`src/hw/rtl/kvt_pkg.sv`:
```
// Shared types and constants for the keyed reference value table.
// Holds table sizing, operation and status codes, and the cell structs.
// No dependencies.
`default_nettype none

package kvt_pkg;

   // Table sizing
   localparam int TABLE_DEPTH = 16;
   localparam int KEY_BITS    = 31;
   localparam int VALUE_BITS  = 64;
   localparam int IDX_BITS    = $clog2(TABLE_DEPTH);
   localparam int CNT_BITS    = $clog2(TABLE_DEPTH + 1);

   // Largest key, and the limit above which a new key is refused on store
   localparam logic [KEY_BITS-1:0] KEY_MAX   = '1;
   localparam logic [KEY_BITS-1:0] KEY_LIMIT = KEY_MAX >> 1;

   // Operation codes
   localparam logic [2:0] OP_LOOKUP       = 3'd0;
   localparam logic [2:0] OP_STORE        = 3'd1;
   localparam logic [2:0] OP_CLEAR_ALL    = 3'd2;
   localparam logic [2:0] OP_ALLOCATE     = 3'd3;
   localparam logic [2:0] OP_LOOKUP_STORE = 3'd4;

   // Result status codes
   localparam logic [2:0] STS_NOOP        = 3'd0;
   localparam logic [2:0] STS_RETURNED    = 3'd1;
   localparam logic [2:0] STS_NOT_SET     = 3'd2;
   localparam logic [2:0] STS_NONEXISTENT = 3'd3;
   localparam logic [2:0] STS_STORED      = 3'd4;
   localparam logic [2:0] STS_ERROR       = 3'd5;

   // Search result handed from cell to cell
   typedef struct packed {
      logic                  hit;
      logic                  set;
      logic [VALUE_BITS-1:0] value;
      logic [IDX_BITS-1:0]   idx;
   } probe_type;

   // Write command broadcast to every cell
   typedef struct packed {
      logic                  wr;
      logic                  wr_key;
      logic                  clear_all;
      logic [IDX_BITS-1:0]   idx;
      logic [KEY_BITS-1:0]   key;
      logic [VALUE_BITS-1:0] value;
      logic                  set;
   } cell_cmd_type;

endpackage

`default_nettype wire

```
`src/hw/rtl/kvt_cell.sv`:
```
// One table entry: key, value and set mark, plus one stage of the search chain.
// Depends on kvt_pkg.
`default_nettype none

module kvt_cell (
   input  wire logic                         clock,
   input  wire logic                         reset,
   input  wire logic [kvt_pkg::IDX_BITS-1:0] cell_idx,
   input  wire logic [kvt_pkg::CNT_BITS-1:0] entry_count,
   input  wire logic [kvt_pkg::KEY_BITS-1:0] search_key,
   input  wire kvt_pkg::cell_cmd_type        cmd,
   input  wire kvt_pkg::probe_type           probe_prev,
   output kvt_pkg::probe_type                probe_next
);

   logic [kvt_pkg::KEY_BITS-1:0]   key_ff;
   logic [kvt_pkg::VALUE_BITS-1:0] value_ff;
   logic                           set_ff;
   kvt_pkg::probe_type             probe_in;
   kvt_pkg::probe_type             probe_ff;
   logic                           valid;
   logic                           sel;

   // Entry is live when its index is below the fill count
   assign valid = kvt_pkg::CNT_BITS'(cell_idx) < entry_count;
   assign sel   = cmd.wr && (cmd.idx == cell_idx);

   // Claim the probe if no earlier cell has matched
   always_comb begin
      probe_in = probe_prev;
      if (!probe_prev.hit && valid && (key_ff == search_key)) begin
         probe_in.hit   = 1'b1;
         probe_in.set   = set_ff;
         probe_in.value = value_ff;
         probe_in.idx   = cell_idx;
      end
   end

   // Advance the probe one cell per cycle
   always_ff @(posedge clock) begin
      probe_ff <= probe_in;
   end

   assign probe_next = probe_ff;

   // Hold key and value until written
   always_ff @(posedge clock) begin
      if (sel) begin
         value_ff <= cmd.value;
         if (cmd.wr_key) begin
            key_ff <= cmd.key;
         end
      end
   end

   // Set mark: drop on reset or clear-all, load on write
   always_ff @(posedge clock) begin
      if (reset) begin
         set_ff <= 1'b0;
      end else if (cmd.clear_all) begin
         set_ff <= 1'b0;
      end else if (sel) begin
         set_ff <= cmd.set;
      end
   end

endmodule

`default_nettype wire

```
`src/hw/rtl/keyed_reference_value_table.sv`:
```
// Top level of the keyed reference value table: request sequencer, cell row
// and result register. Depends on kvt_pkg and kvt_cell.
`default_nettype none

// Each request is taken when start is high and busy is low, and answers with
// exactly one result, shown for one cycle with rsp_strobe high; the receiver
// cannot stall it. A new request may be accepted in the cycle the result is
// shown. The search sets the pace: a match probe walks the row of entry cells
// one cell per cycle, so the first matching key wins, followed by the apply
// state, which applies the update and registers the result. Keys are searched
// from entry 0 upward.
module keyed_reference_value_table (
   input  wire logic                           clock,
   input  wire logic                           reset,
   input  wire logic                           start,
   output logic                                busy,
   input  wire logic [2:0]                     req_op,
   input  wire logic [kvt_pkg::KEY_BITS-1:0]   req_ref_key,
   input  wire logic [kvt_pkg::VALUE_BITS-1:0] req_value_in,
   output logic                                rsp_strobe,
   output logic [2:0]                          rsp_status,
   output logic [kvt_pkg::VALUE_BITS-1:0]      rsp_value_out,
   output logic [kvt_pkg::KEY_BITS-1:0]        rsp_key_out
);

   typedef enum logic [2:0] {
      S_IDLE   = 3'b001,
      S_SEARCH = 3'b010,
      S_APPLY  = 3'b100
   } state_type;

   state_type                      state_ff;
   state_type                      state_in;
   logic [kvt_pkg::IDX_BITS-1:0]   search_cnt_ff;
   logic [2:0]                     op_ff;
   logic [kvt_pkg::KEY_BITS-1:0]   key_ff;
   logic [kvt_pkg::VALUE_BITS-1:0] value_ff;
   logic [kvt_pkg::CNT_BITS-1:0]   count_ff;
   logic [kvt_pkg::CNT_BITS-1:0]   count_in;
   logic [kvt_pkg::KEY_BITS-1:0]   fresh_ff;
   logic [kvt_pkg::KEY_BITS-1:0]   fresh_in;
   logic                           strobe_ff;
   logic [2:0]                     status_ff;
   logic [2:0]                     status_in;
   logic [kvt_pkg::VALUE_BITS-1:0] vout_ff;
   logic [kvt_pkg::VALUE_BITS-1:0] vout_in;
   logic [kvt_pkg::KEY_BITS-1:0]   kout_ff;
   logic [kvt_pkg::KEY_BITS-1:0]   kout_in;
   kvt_pkg::cell_cmd_type          cmd;
   kvt_pkg::probe_type             probe_chain [kvt_pkg::TABLE_DEPTH+1];
   kvt_pkg::probe_type             found;
   logic                           accept;
   logic                           key_zero;
   logic                           full;
   logic                           too_large;
   logic                           store_ok;
   kvt_pkg::cell_cmd_type          store_cmd;

   assign busy   = (state_ff != S_IDLE);
   assign accept = start && !busy;

   // Sequencer: idle, walk the cell row, apply
   always_comb begin
      state_in = state_ff;
      unique case (state_ff)
         S_IDLE: begin
            if (accept) begin
               state_in = S_SEARCH;
            end
         end
         S_SEARCH: begin
            if (search_cnt_ff == kvt_pkg::IDX_BITS'(kvt_pkg::TABLE_DEPTH - 1)) begin
               state_in = S_APPLY;
            end
         end
         S_APPLY: begin
            state_in = S_IDLE;
         end
         default: begin
            state_in = S_IDLE;
         end
      endcase
   end

   always_ff @(posedge clock) begin
      if (reset) begin
         state_ff      <= S_IDLE;
         search_cnt_ff <= '0;
      end else begin
         state_ff <= state_in;
         if (state_ff == S_SEARCH) begin
            search_cnt_ff <= search_cnt_ff + 1'b1;
         end else begin
            search_cnt_ff <= '0;
         end
      end
   end

   // Capture the request on transfer
   always_ff @(posedge clock) begin
      if (accept) begin
         op_ff    <= req_op;
         key_ff   <= req_ref_key;
         value_ff <= req_value_in;
      end
   end

   // Row of entry cells; the probe enters at cell 0
   assign probe_chain[0] = '0;

   for (genvar i = 0; i < kvt_pkg::TABLE_DEPTH; i++) begin : g_cell
      kvt_cell u_cell (
         .clock       (clock),
         .reset       (reset),
         .cell_idx    (kvt_pkg::IDX_BITS'(i)),
         .entry_count (count_ff),
         .search_key  (key_ff),
         .cmd         (cmd),
         .probe_prev  (probe_chain[i]),
         .probe_next  (probe_chain[i+1])
      );
   end

   assign found = probe_chain[kvt_pkg::TABLE_DEPTH];

   // Conditions shared by the operations
   assign key_zero  = (key_ff == '0);
   assign full      = (count_ff == kvt_pkg::CNT_BITS'(kvt_pkg::TABLE_DEPTH));
   assign too_large = (key_ff > kvt_pkg::KEY_LIMIT);

   // Store rule: overwrite a found key, else append a key within the limit if not full
   always_comb begin
      store_cmd        = '0;
      store_cmd.key    = key_ff;
      store_cmd.value  = value_ff;
      store_cmd.set    = 1'b1;
      store_ok         = 1'b0;
      if (found.hit) begin
         store_cmd.wr  = 1'b1;
         store_cmd.idx = found.idx;
         store_ok      = 1'b1;
      end else if (!too_large && !full) begin
         store_cmd.wr     = 1'b1;
         store_cmd.wr_key = 1'b1;
         store_cmd.idx    = count_ff[kvt_pkg::IDX_BITS-1:0];
         store_ok         = 1'b1;
      end
   end

   // Decode the operation in the apply cycle
   always_comb begin
      cmd       = '0;
      status_in = kvt_pkg::STS_ERROR;
      vout_in   = '0;
      kout_in   = key_ff;
      count_in  = count_ff;
      fresh_in  = fresh_ff;
      if (state_ff == S_APPLY) begin
         unique case (op_ff)
            kvt_pkg::OP_LOOKUP: begin
               if (key_zero) begin
                  status_in = kvt_pkg::STS_NOOP;
               end else if (found.hit && found.set) begin
                  status_in = kvt_pkg::STS_RETURNED;
                  vout_in   = found.value;
               end else if (found.hit) begin
                  status_in = kvt_pkg::STS_NOT_SET;
               end else begin
                  status_in = kvt_pkg::STS_NONEXISTENT;
               end
            end
            kvt_pkg::OP_LOOKUP_STORE: begin
               if (key_zero) begin
                  status_in = kvt_pkg::STS_NOOP;
                  vout_in   = value_ff;
               end else if (found.hit && found.set) begin
                  status_in = kvt_pkg::STS_RETURNED;
                  vout_in   = found.value;
               end else if (store_ok) begin
                  cmd       = store_cmd;
                  status_in = kvt_pkg::STS_STORED;
                  vout_in   = value_ff;
                  if (!found.hit) begin
                     count_in = count_ff + 1'b1;
                  end
               end
            end
            kvt_pkg::OP_STORE: begin
               if (key_zero) begin
                  status_in = kvt_pkg::STS_NOOP;
               end else if (store_ok) begin
                  cmd       = store_cmd;
                  status_in = kvt_pkg::STS_STORED;
                  if (!found.hit) begin
                     count_in = count_ff + 1'b1;
                  end
               end
            end
            kvt_pkg::OP_CLEAR_ALL: begin
               cmd.clear_all = 1'b1;
               status_in     = kvt_pkg::STS_STORED;
            end
            kvt_pkg::OP_ALLOCATE: begin
               if (full) begin
                  kout_in = '0;
               end else begin
                  cmd.wr     = 1'b1;
                  cmd.wr_key = 1'b1;
                  cmd.idx    = count_ff[kvt_pkg::IDX_BITS-1:0];
                  cmd.key    = fresh_ff;
                  status_in  = kvt_pkg::STS_STORED;
                  kout_in    = fresh_ff;
                  count_in   = count_ff + 1'b1;
                  fresh_in   = fresh_ff - 1'b1;
               end
            end
            default: begin
               status_in = kvt_pkg::STS_ERROR;
            end
         endcase
      end
   end

   // Table bookkeeping
   always_ff @(posedge clock) begin
      if (reset) begin
         count_ff <= '0;
         fresh_ff <= kvt_pkg::KEY_MAX;
      end else if (state_ff == S_APPLY) begin
         count_ff <= count_in;
         fresh_ff <= fresh_in;
      end
   end

   // Result register and strobe
   always_ff @(posedge clock) begin
      if (reset) begin
         strobe_ff <= 1'b0;
      end else begin
         strobe_ff <= (state_ff == S_APPLY);
      end
   end

   always_ff @(posedge clock) begin
      if (state_ff == S_APPLY) begin
         status_ff <= status_in;
         vout_ff   <= vout_in;
         kout_ff   <= kout_in;
      end
   end

   assign rsp_strobe    = strobe_ff;
   assign rsp_status    = status_ff;
   assign rsp_value_out = vout_ff;
   assign rsp_key_out   = kout_ff;

`ifndef SYNTHESIS
   // A result transfer lasts one cycle only
   a_strobe_single: assert property (@(posedge clock) disable iff (reset)
      rsp_strobe |=> !rsp_strobe)
      else $error("result strobe held for more than one cycle");

   // An accepted request keeps the block busy through the search
   a_accept_busy: assert property (@(posedge clock) disable iff (reset)
      accept |=> busy && !rsp_strobe)
      else $error("request accepted without entering the search");

   // Fill count never passes the table depth
   a_count_bound: assert property (@(posedge clock) disable iff (reset)
      count_ff <= kvt_pkg::CNT_BITS'(kvt_pkg::TABLE_DEPTH))
      else $error("entry count beyond table depth");

   // A granted allocation consumes exactly the key it returns
   a_alloc_fresh: assert property (@(posedge clock) disable iff (reset)
      rsp_strobe && (op_ff == kvt_pkg::OP_ALLOCATE) &&
      (rsp_status == kvt_pkg::STS_STORED) |->
      (fresh_ff == kvt_pkg::KEY_BITS'(rsp_key_out - 1'b1)))
      else $error("fresh key not advanced after allocation");

   // A result is only shown right after the apply cycle
   a_strobe_after_apply: assert property (@(posedge clock) disable iff (reset)
      rsp_strobe |-> $past(state_ff) == S_APPLY)
      else $error("result strobe without apply cycle");
`endif

endmodule

`default_nettype wire

```
`config.mk`:
```
export PLATFORM = sky130hd
export DESIGN_NAME = keyed_reference_value_table
export DESIGN_NICKNAME = d
export VERILOG_FILES = /design/src/hw/rtl/kvt_pkg.sv /design/src/hw/rtl/kvt_cell.sv /design/src/hw/rtl/keyed_reference_value_table.sv
export SDC_FILE = /design/constraint.sdc
export NUM_CORES = 2
export LEC_CHECK = 0
export ABC_AREA = 1
export BUFFER_PORTS_ARGS = -buffer_cell sky130_fd_sc_hd__buf_2
export CORE_MARGIN = 2
export CORE_UTILIZATION = 40
export CTS_CLUSTER_SIZE = 24
export DETAILED_ROUTE_END_ITERATION = 16
export GPL_ROUTABILITY_DRIVEN = 0
export PLACE_DENSITY_LB_ADDON = 0.08
export SYNTH_ARGS = -nofsm -noshare
export SYNTH_HDL_FRONTEND = slang
export SYNTH_SLANG_ARGS = --single-unit
export TNS_END_PERCENT = 5
```
`constraint.sdc`:
```
create_clock -name clock -period 9.88 [get_ports clock]
set_input_delay 0 -clock clock [delete_from_list [all_inputs] [get_ports clock]]
set_output_delay 0 -clock clock [all_outputs]
set_load 0.02 [all_outputs]
```
==> impl_results.md <==
* R2R setup slack at 4480 ps
* Total routed wirelength at 338000 um
* Die width at 508 um
* Via density at 5.17
* Post-Synthesis Cells at 8710
* Synth cell types at 52
* First DRT Iteration DRCs at 7905
* Placed cell area at 106000 um2
* Dominant cell type by area after synthesis: edfxtp_1
* DRT Pass-1 Iters at 6
* Final min period at 5400 ps
* Worst-path maximum fanout at 41
* Post-Layout Cell Count at 12796
* Resized cells post-CTS at 0
* Worst Hold Path Cells at 3
* FF-to-FF path depth at 11
* Post-Syn Nets at 8815
* Final nets at 9298
* Max_cap viols at 0
* CP required at 10410 ps
* Synthesized flop and latch total at 2881
* Routed len/inst at 26.4 um
* Leak pwr at 47.2 nW
* Core area at 252000 um2
* IO buf count at 200
* Relative slew slack at 1.63%
* Sum Neg Setup Slack at 0 ps
* Clock Tree Buf Depth at 4
* Top_reg_cell synth: edfxtp_1
* Critical path class: reg -> reg
* Hold wc startpoint: reset
* Vias at 66184
* First-pass GRT wire length at 471000 um
* Endpoint, Worst Hold: state_ff[2]
* RSZ-0062 raised after global routing: no
* Clk slew on worst S/H paths at 60 ps
* Placed wire-length estimate at 207000 um
* Worst setup SP type: flop
* Clock sink total at 2881
* Commonest cells post-synth: nand2_1, edfxtp_1, dfxtp_1
* Post-DRT Antenna Nets at 0
* Final Hold Viols at 0
* CTS root buf: clkbuf_16
* RR Endpoint: g_cell[7].u_cell.value_ff[55]
* Worst-Skew Late Latency at 970 ps
* Design area at 118000 um2
* Pwr Density at 210 nW/um2
* Post-CTS Hold Buffers at 200
* Cells after DPL at 12013
* Number of synthesized flops with an enable pin at 1716
* Die Y at 508 um
* Synthesized area at 101000 um2
* Gr usage total at 25.7%
* Syn Area/Cell at 11.6 um2
* Max IR drop VDD at 0.182 mV
* Most common cell in the synthesized netlist: nand2_1
* Crit Reg-Reg Startpoint: key_ff[27]
* CTS tree: yes
* Worst Setup End Kind: flop
* Slew of the pin with the lowest slew margin at 1470 ps
* Max H-tree Level at 5
* Initial antenna violation count at 30
* Die ar. at 258000 um2
* TritonCTS Buffers at 321
* HP Class: in -> reg
* Max Clk Rate at 185 MHz
* Largest net degree at the start of global routing at 97
* Initial Util at 40.3%
* CP Data Arrival Time at 5930 ps
* Setup-failing EPs final at 0
* Hold slack final at 57.1 ps
* Status: finished clean
* Period utilization at 54.6%
* Post-synth top area share at 50.8%
* Area growth, synth to finish at 16.7%
* Sequential fraction of the synthesis area at 73.8%
* Power Total at 0.0249 W
* Vias in the first global route at 61901
* Ranking of synthesized cells by area: edfxtp_1, dfxtp_1, nand2_1
* Gr ovfl total at 0
* DR DRC count at 0
* Final slew viol count at 0
* I/O pin count at 201
* Share of layout cells above drive strength 1 at 11.0%
* Post-CTS Setup Inserts at 0
* Yosys synthesis warning count at 0
* Row Count at 184
* Ys async rst share at 0%
* Clk_skew at 86.3 ps
-- worst max-delay path: stages, from the launching register on --
cell,delay (ps)
edfxtp_1,790
inv_1,610
nand2_1,200
nor2_1,50
nand2_1,90
nor2_2,70
nand2_4,360
o211ai_1,330
nor2_2,360
inv_2,430
buf_4,550
nor2_1,1040
-- cell families after synthesis --
group / after synthesis / share of synthesized area (%)
AO/OA/AOI/OAI: 615 / 3.46
flip-flops: 2881 / 73.8
buffers and inverters: 917 / 3.99
AND/OR/NAND/NOR: 4003 / 16.2
adder cells (fa/ha/maj): 4 / 0.0493
XOR/XNOR: 290 / 2.50
-- layout by cell type, fill, tap and decap left out, types with 12 or more instances in the layout --
cell type / synthesis / layout
nor2_1: 556 / 515
buf_2: 203 / 200
nor2_2: 16 / 31
clkbuf_16: 0 / 328
inv_2: 28 / 34
o2111ai_1: 15 / 15
bufinv_16: 0 / 12
a22oi_1: 30 / 30
o21ai_1: 39 / 40
or2_2: 71 / 71
nor2_4: 1 / 27
xor2_1: 147 / 147
nand4_1: 74 / 74
nor4_1: 52 / 51
xnor2_1: 143 / 143
buf_4: 30 / 166
nand3_1: 438 / 431
dlygate4sd3_1: 0 / 200
clkbuf_8: 0 / 50
edfxtp_1: 1716 / 1716
o21ai_0: 284 / 283
inv_1: 469 / 461
clkinv_1: 3 / 35
nand2_1: 2674 / 2666
a21oi_1: 85 / 85
o22ai_1: 109 / 109
nor3_1: 71 / 63
clkbuf_1: 141 / 87
dfxtp_1: 1165 / 1165
clkinv_2: 0 / 43
o211ai_1: 18 / 18
-- routing by layer --
metal	GRT usage [%]	share of wire, %	up-vias
li1	-	-	30001
met1	38.7	46	32669
met2	37.2	42	2959
met3	5.58	9.2	553
met4	7.15	2.8	2
met5	0	0.0033	-
-- where the power goes --
group | total [W] | internal, W | switching (W)
combinational | 0.000630 | 0.000207 | 0.000424
sequential | 0.0127 | 0.0127 | 0.0000760
clock | 0.0115 | 0.00678 | 0.00473
-- layout make-up --
type,count,area [um2]
multi-input cells,4912,22900
fillers,22844,133000
diodes,7,17.5
well taps,3348,4190
flip-flops and latches,2881,74900
clock buffers,466,9230
inverters,501,1900
repair buffers,576,4400
clock inverters,105,860
-- worst max-delay path by stage --
stage                      from                              to  depth (start not counted)
finish               key_ff[27]   g_cell[7].u_cell.value_ff[55]                         11
global route         key_ff[27]  g_cell[10].u_cell.value_ff[44]                         11
CTS                  key_ff[22]   g_cell[7].u_cell.value_ff[59]                         11
detailed placement   key_ff[27]   g_cell[2].u_cell.value_ff[59]                         11
global placement     key_ff[27]     g_cell[4].u_cell.key_ff[20]                         10
floorplan           state_ff[1]    g_cell[9].u_cell.value_ff[0]                          6
-- state kept, by name, indices dropped and copies added (netlist names), 4 cells and up --
signal / cells
g_cell.u_cell.set_ff: 16
fresh_ff: 31
key_ff: 31
value_ff: 64
search_cnt_ff: 4
rsp_value_out: 64
g_cell.u_cell.value_ff: 1024
g_cell.u_cell.probe_next: 1105
count_ff: 5
rsp_key_out: 31
g_cell.u_cell.key_ff: 496
-- stage by stage --
step           util (%)  worst slack (ps)
6_report           47.0              4480
5_1_grt            47.0              4290
4_1_cts            47.0              4450
3_5_place_dp       42.2              4520
3_3_place_gp       42.1              4600
2_1_floorplan         -              4170
(Power assumes the default switching activity.)
